$ cat config.mk
export PLATFORM = sky130hd
export DESIGN_NAME = rpp_mac2
export DESIGN_NICKNAME = d
export VERILOG_FILES = /design/src/hw/rtl/rpp_pkg.sv /design/src/hw/rtl/rpp_mac2.sv
export SDC_FILE = /design/constraint.sdc
export NUM_CORES = 2
export LEC_CHECK = 0
export BUFFER_PORTS_ARGS = -buffer_cell sky130_fd_sc_hd__buf_4
export CAP_MARGIN = 20
export CORE_ASPECT_RATIO = 1.5
export CORE_MARGIN = 4
export CORE_UTILIZATION = 35
export CTS_CLUSTER_DIAMETER = 80
export DETAILED_ROUTE_END_ITERATION = 8
export HOLD_SLACK_MARGIN = 0.12
export PLACE_DENSITY = 0.61
export SLEW_MARGIN = 10
export SYNTH_ARGS = -nofsm -noshare
export SYNTH_HDL_FRONTEND = slang
export SYNTH_SLANG_ARGS = --single-unit
$ cat constraint.sdc
create_clock -name clk_i -period 10.4 [get_ports clk_i]
set_input_delay 0.52 -clock clk_i [delete_from_list [all_inputs] [get_ports clk_i]]
set_output_delay 0.52 -clock clk_i [all_outputs]
set_load 0.01 [all_outputs]
$ cat src/hw/rtl/rpp_pkg.sv
// Package with the shared types, widths and register indexes of the point rotate/project core.
package rpp_pkg;

  // Coordinate format: signed, 16 fraction bits.
  localparam int COORD_WIDTH    = 32;
  // Coefficient format: signed, COEF_FRAC_BITS fraction bits.
  localparam int COEF_FRAC_BITS = 14;
  localparam int TRIG_WIDTH     = 16;
  localparam int SCALE_WIDTH    = 18;
  localparam int COEF_WIDTH     = SCALE_WIDTH;
  localparam int CFG_IDX_WIDTH  = 3;
  localparam int CFG_DATA_WIDTH = SCALE_WIDTH;

  // Datapath widths inside one multiply-accumulate unit.
  localparam int PROD_WIDTH = COORD_WIDTH + COEF_WIDTH;
  localparam int SUM_WIDTH  = PROD_WIDTH + 1;

  // Number of register stages from input transfer to output register.
  localparam int NUM_STAGES = 8;

  typedef logic signed [COORD_WIDTH-1:0] coord_t;
  typedef logic signed [COEF_WIDTH-1:0]  coef_t;
  typedef logic signed [TRIG_WIDTH-1:0]  trig_t;
  typedef logic signed [SCALE_WIDTH-1:0] scale_t;

  // Register indexes of the configuration port.
  localparam logic [CFG_IDX_WIDTH-1:0] REG_COS_X   = 3'd0;
  localparam logic [CFG_IDX_WIDTH-1:0] REG_SIN_X   = 3'd1;
  localparam logic [CFG_IDX_WIDTH-1:0] REG_COS_Y   = 3'd2;
  localparam logic [CFG_IDX_WIDTH-1:0] REG_SIN_Y   = 3'd3;
  localparam logic [CFG_IDX_WIDTH-1:0] REG_COS_Z   = 3'd4;
  localparam logic [CFG_IDX_WIDTH-1:0] REG_SIN_Z   = 3'd5;
  localparam logic [CFG_IDX_WIDTH-1:0] REG_SCALE_X = 3'd6;
  localparam logic [CFG_IDX_WIDTH-1:0] REG_SCALE_Y = 3'd7;

  // Register reset values.
  localparam trig_t  TRIG_ONE  = trig_t'(1 << COEF_FRAC_BITS);
  localparam trig_t  TRIG_ZERO = '0;
  localparam scale_t SCALE_ONE = scale_t'(1 << COEF_FRAC_BITS);

  // Load enables for the two register stages of one multiply-accumulate unit.
  typedef struct packed {
    logic mul;
    logic sum;
  } stage_en_t;

endpackage

$ cat src/hw/rtl/rpp_mac2.sv
// Two-stage multiply-accumulate unit: round(a1*b1 +/- a2*b2) with Q16.16 saturation.
module rpp_mac2 (
  input  logic               clk_i,
  input  rpp_pkg::stage_en_t en_i,
  input  rpp_pkg::coord_t    a1_i,
  input  rpp_pkg::coef_t     b1_i,
  input  rpp_pkg::coord_t    a2_i,
  input  rpp_pkg::coef_t     b2_i,
  input  logic               sub_i,
  output rpp_pkg::coord_t    r_o,
  output logic               sat_o
);

  localparam int SumW  = rpp_pkg::SUM_WIDTH;
  localparam int CrdW  = rpp_pkg::COORD_WIDTH;
  localparam int FracW = rpp_pkg::COEF_FRAC_BITS;
  localparam logic signed [SumW-1:0] RoundHalf = SumW'(1) <<< (FracW - 1);

  logic signed [rpp_pkg::PROD_WIDTH-1:0] p1_d, p2_d, p1_q, p2_q;
  logic signed [SumW-1:0] sum, rnd;
  logic [SumW-CrdW:0]     rnd_hi;
  logic                   fits;
  rpp_pkg::coord_t        r_d, r_q;
  logic                   sat_d, sat_q;

  // The two products of the first stage.
  assign p1_d = a1_i * b1_i;
  assign p2_d = a2_i * b2_i;

  always_ff @(posedge clk_i) begin
    if (en_i.mul) begin
      p1_q <= p1_d;
      p2_q <= p2_d;
    end
  end

  // Exact sum, round to nearest with ties upward, then clamp to the coordinate range.
  always_comb begin
    if (sub_i) begin
      sum = SumW'(p1_q) - SumW'(p2_q) + RoundHalf;
    end else begin
      sum = SumW'(p1_q) + SumW'(p2_q) + RoundHalf;
    end
    rnd    = sum >>> FracW;
    rnd_hi = rnd[SumW-1:CrdW-1];
    fits   = (&rnd_hi) | ~(|rnd_hi);
    sat_d  = ~fits;
    if (fits) begin
      r_d = rnd[CrdW-1:0];
    end else if (rnd[SumW-1]) begin
      r_d = {1'b1, {(CrdW-1){1'b0}}};
    end else begin
      r_d = {1'b0, {(CrdW-1){1'b1}}};
    end
  end

  always_ff @(posedge clk_i) begin
    if (en_i.sum) begin
      r_q   <= r_d;
      sat_q <= sat_d;
    end
  end

  assign r_o   = r_q;
  assign sat_o = sat_q;

endmodule

## After elaboration in Yosys (flattened, before gate mapping)

Index checks and enable logic that the tools add are counted.
W data, S select, Z words.

| operators by class | value |
|---|---|
| add/sub/neg operators | 4 |
| $mul | 2 |
| muxes and demuxes | 3 |
| bitwise operators | 3 |
| reduce and logical (&&, ||, !) cells | 2 |

Operator list:

| kind | number |
|---|---|
| $add A51 B15 Y51 const B | 2 |
| $mul A32 B18 Y50 | 2 |
| $mux W32 | 2 |
| $add A50 B50 Y51 | 1 |
| $mux W51 | 1 |
| $sub A50 B50 Y51 | 1 |
| $reduce_and A6 Y1 | 1 |
| $reduce_or A6 Y1 | 1 |
| $not A1 Y1 | 2 |
| $or A1 B1 Y1 | 1 |

| storage, ports and cells | value |
|---|---|
| register bits after elaboration | 133 |
| input port bits | 104 |
| output and inout bits | 33 |
| word-level logic and storage cells | 18 |

## Logic depth before layout (Yosys ltp)

| depth | value |
|---|---|
| depth in word-level cells | 7 |
| depth in mapped cells | 28 |
| gate-level depth less buffers | 27 |

## Worst setup path after synthesis

Ideal clock, no wire load.

| timing path | value |
|---|---|
| path kind | input -> register |
| from | input port a2_i[17] |
| to | register p2_q[48] in the netlist's numbering, data pin |
| library setup time | 0.258 ns |
| data arrival time | 7.030 ns |
| required time | 10.142 ns |
| setup slack | 3.113 ns |
| stages | 27 |
| path buffers | 2 |
| cells stage by stage | clkbuf_1 clkbuf_1 nand2_1 fa_1 inv_1 fa_1 inv_1 fa_1 fa_1 inv_1 fa_1 inv_1 fa_1 inv_1 ha_1 a21o_1 a21o_1 a221oi_1 o21ai_1 a2bb2oi_1 o31ai_1 or4b_1 a31o_2 a21oi_1 o221ai_1 a21oi_1 xnor2_1 |

| between the ends | value |
|---|---|
| longest elaborated chain between the ends | 1 |

Ends and longest elaborated chain:

| element | line | source |
|---|---|---|
| start, declared | rpp_mac2.sv:7 | `input rpp_pkg::coord_t a2_i,` |
| $mul A32 B18 Y50 | rpp_mac2.sv:28 | `assign p2_d = a2_i * b2_i;` |
| via p2_d, one bit | rpp_mac2.sv:19 | `logic signed [rpp_pkg::PROD_WIDTH-1:0] p1_d, p2_d, p1_q, p2_q;` |
| end signal, assigned | rpp_mac2.sv:33 | `p2_q <= p2_d;` |
| end, declared | rpp_mac2.sv:19 |  |

The timed path passes the listed nets, and every way through them passes these cells.
A chain may end at the register's enable or synchronous reset.

## Worst setup path after layout

| timing path | value |
|---|---|
| from | input port b1_i[17] |
| to | register p1_q[48] in the netlist's numbering, data pin |

| between the ends | value |
|---|---|
| longest elaborated chain between the ends | 1 |

Ends and longest elaborated chain:

| element | line | source |
|---|---|---|
| start, declared | rpp_mac2.sv:6 | `input rpp_pkg::coef_t b1_i,` |
| $mul A32 B18 Y50 | rpp_mac2.sv:27 | `assign p1_d = a1_i * b1_i;` |
| via p1_d, one bit | rpp_mac2.sv:19 |  |
| end signal, assigned | rpp_mac2.sv:32 | `p1_q <= p1_d;` |
| end, declared | rpp_mac2.sv:19 |  |

The timed path passes the listed nets, and every way through them passes these cells.

==> results by group <==
Global route
  – M1 GR Usage: 19.68%
  – GRT overflow: 0
  – Largest net degree at the start of global routing: 74
  – Initial antenna violation count: 14
  – First-pass GRT wire length: 217300 um
  – GRT busiest layer: met2
  – GRT Total Usage: 18.33%
  – Vias in the first global route: 40410
  – Met3 GRT Util: 2.189%
  – GR Layer Usage met2: 34.45%

Clock network
  – H-tree depth: 4
  – Worst-path clk slew: 0.07 ns
  – CTS tree: done
  – Root Buffer: clkbuf_16
  – Clock sink count: 133
  – PostCTS Resize Cnt: 0
  – Num CTS Buffers: 17
  – Clock Tree Buf Depth: 2
  – Clock Latency Late Sink: 0.46 ns
  – Post-CTS Setup Bufs: 0
  – Hold Buf Count CTS: 0

Critical path
  – Reg-to-reg endpoint: r_o[24]
  – Critical path startpoint category: input port
  – Worst-path fanout max: 24
  – Critical Path, Cell by Cell: buf_4 -> inv_1 -> nor2_1 -> fa_1 -> fa_1 -> fa_1 -> fa_1 -> fa_1 -> fa_1 -> ha_1 -> a21o_1 -> a21o_1 -> a211oi_1 -> o21ai_0 -> a221o_1 -> o21ai_0 -> a211oi_1 -> o31a_1 -> nor2_1 -> o21a_1 -> o21a_1 -> o21ai_0 -> xnor2_1
  – Reg-to-reg startpoint: p2_q[23]
  – CP Launch Point: b1_i[17]
  – R2R depth: 17
  – Worst endpoint required time: 10.61 ns
  – CP Class: in2reg
  – FF-to-FF setup slack: 4.97 ns
  – Buffers & Inverters on Critical Path: 2
  – Worst Path Arrival: 7.72 ns
  – Worst path slowest cell: inv_1
  – Largest stage delay, worst path: 0.71 ns
  – Crit end category: flip-flop
  – Delay-heaviest family, CP: adder cells
  – Crit-path most repeated cell: fa_1

Worst hold path
  – Hold-critical path depth: 1
  – WHS Endpoint: r_o[27]
  – Worst hold-check path type: in2reg
  – Hold path start: en_i[0]

Die
  – Initial Util: 35.19%
  – DIE AREA: 150200 um2
  – Die height: 472.7 um
  – Core area: 143200 um2
  – FP Rows: 170
  – I/O Pins: 137
  – Die width: 317.8 um

STA
  – Slew Viols, Final: 0
  – Rel. slew slack: 35.66%
  – Hold Slack: 0.5668 ns
  – Final period utilization: 72.28%
  – Tightest Pin Transition: 0.9641 ns
  – Final Hold Viols: 0
  – Fmax: 0.1330 GHz
  – Period minus WS final: 7.517 ns
  – Final setup viols: 0
  – Final Skew: 0.01830 ns
  – Fin Setup TNS: 0 ns
  – RSZ-0062 raised after global routing: false

Routing
  – DRT Wirelength: 135100 um
  – Routed vias/inst: 4.970
  – Final ANT Viol Nets: 0
  – Vias: 36780
  – DRT Pass-1 Iters: 6
  – Initial drt markers: 1790
  – WL per Instance: 18.26 um
  – Residual DRC: 0

Finish
  – Non-filler cells, final: 7401
  – Fill cells: 14510
  – Share of cells above drive strength 1: 3.726%
  – Area Overhead vs Synth: 6.219%
  – Commonest non-fill, non-tap cell in the layout: inv_1
  – Final Util: 37.38%
  – Most frequent cells in the layout: 1374 x inv_1, 1106 x fa_1, 736 x nand2_1
  – Nets: 7135

Placement
  – Placed instance count: 7362
  – HPWL after DPL: 112900 um
  – IO buf count: 136
  – GP Congestion: 0.8875

Status
  – Status: finished clean

Synthesis
  – Ys async rst share: 0%
  – EDFF count, synth: 133
  – Post-synthesis sequential area ratio: 7.928%
  – Avg Inst Size Synth: 9.057 um2
  – Synth Cell Area: 50380 um2
  – Ys flop type: edfxtp_1
  – Ys Warns: 0
  – Yosys cell types: 82
  – Net count after synthesis: 7208
  – Cell count after synthesis: 5562
  – Register bit total from synthesis: 133

Flow run
  – Max-cap violation count: 0
-- per-stage QoR --
stage	worst slack, ns	instance area [um2]
finish	2.883	53510
global route	2.521	53500
CTS	2.884	53490
detailed placement	2.432	52900
global placement	2.509	52900
floorplan	3.113	50380
-- logic make-up (layout without fill, tap and decap cells) --
kind of cell | Yosys count | count (layout) | synth area share, %
xor gates and xnor gates | 167 | 167 | 2.903
muxes | 10 | 10 | 0.2012
buffers and inverters | 1607 | 1547 | 12.02
other | 0 | 7 | 0
AOI/OAI and AO/OA | 590 | 590 | 7.660
and+or+nand+nor | 1513 | 1513 | 14.50
adders and majority gates | 1542 | 1542 | 54.78
DFF | 133 | 133 | 7.928
-- worst max path at each step --
stage,endpoint,slack [ns],cells past startpoint
after detailed placement,p1_q[48],2.43,23
after floorplan,p2_q[48],3.11,27
final,p1_q[48],2.88,23
after CTS,p1_q[48],2.88,23
after global placement,p1_q[48],2.51,23
after global routing,p1_q[48],2.52,23
-- layer usage --
| metal | share of wire, % | routed length (um) | vias up |
|---|---|---|---|
| li1 | - | - | 16500 |
| met1 | 35 | 47920 | 18960 |
| met2 | 54 | 72480 | 929 |
| met3 | 3.8 | 5067 | 384 |
| met4 | 7.1 | 9585 | 10 |
| met5 | 0.041 | 55 | - |
-- worst reg2reg max path: cells and delay by family (launching register included) --
| family | cells | cell delay [ns] |
|---|---|---|
| AOI/OAI and AO/OA | 7 | 2.31 |
| adders and majority gates | 2 | 0.72 |
| buffers and inverters | 2 | 0.12 |
| DFF | 1 | 0.43 |
| and+or+nand+nor | 6 | 1.58 |
-- synth_stat cells, drive strengths merged (8+ instances only) --
library cell  count  area [um2]
inv            1375        5161
nor2            133       499.2
xnor2           124        1086
o211ai            8       70.06
o31ai            14       110.1
buf              16       85.08
mux2i             9       90.09
edfxtp          133        3994
nand2           736        2763
o21ai           107       543.0
a21o             97       728.2
nand4            36       225.2
clkbuf          216       810.8
a21oi           205        1026
a31oi            17       142.6
nor3             20       100.1
a211oi           10       75.07
and3             15       93.84
o21bai           32       240.2
xor2             43       376.6
nand2b           33       214.0
o21a             26       195.2
ha              436        5455
and2            459        2872
fa             1106       22140
a221oi           12       122.6
nand3            27       135.1
nor2b            17       106.4
-- state kept, by name, indices dropped and copies added (netlist names) --
| signal | cells |
|---|---|
| sat_o | 1 |
| p2_q | 50 |
| p1_q | 50 |
| r_o | 32 |
-- layout make-up --
cell class / instances / area [um2] / share of cell area [%]
diodes: 7 / 17.52 / 0.03274
clock buffers: 17 / 425.4 / 0.7950
clock inverters: 15 / 167.7 / 0.3133
inverters: 1375 / 5161 / 9.645
multi-input cells: 3822 / 40330 / 75.36
flip-flops and latches: 133 / 3994 / 7.464
well taps: 1892 / 2367 / 4.424
repair buffers: 140 / 1051 / 1.964
Power is not shown: default switching activity piles up to over one toggle a cycle in this logic, so the estimate is an artifact.
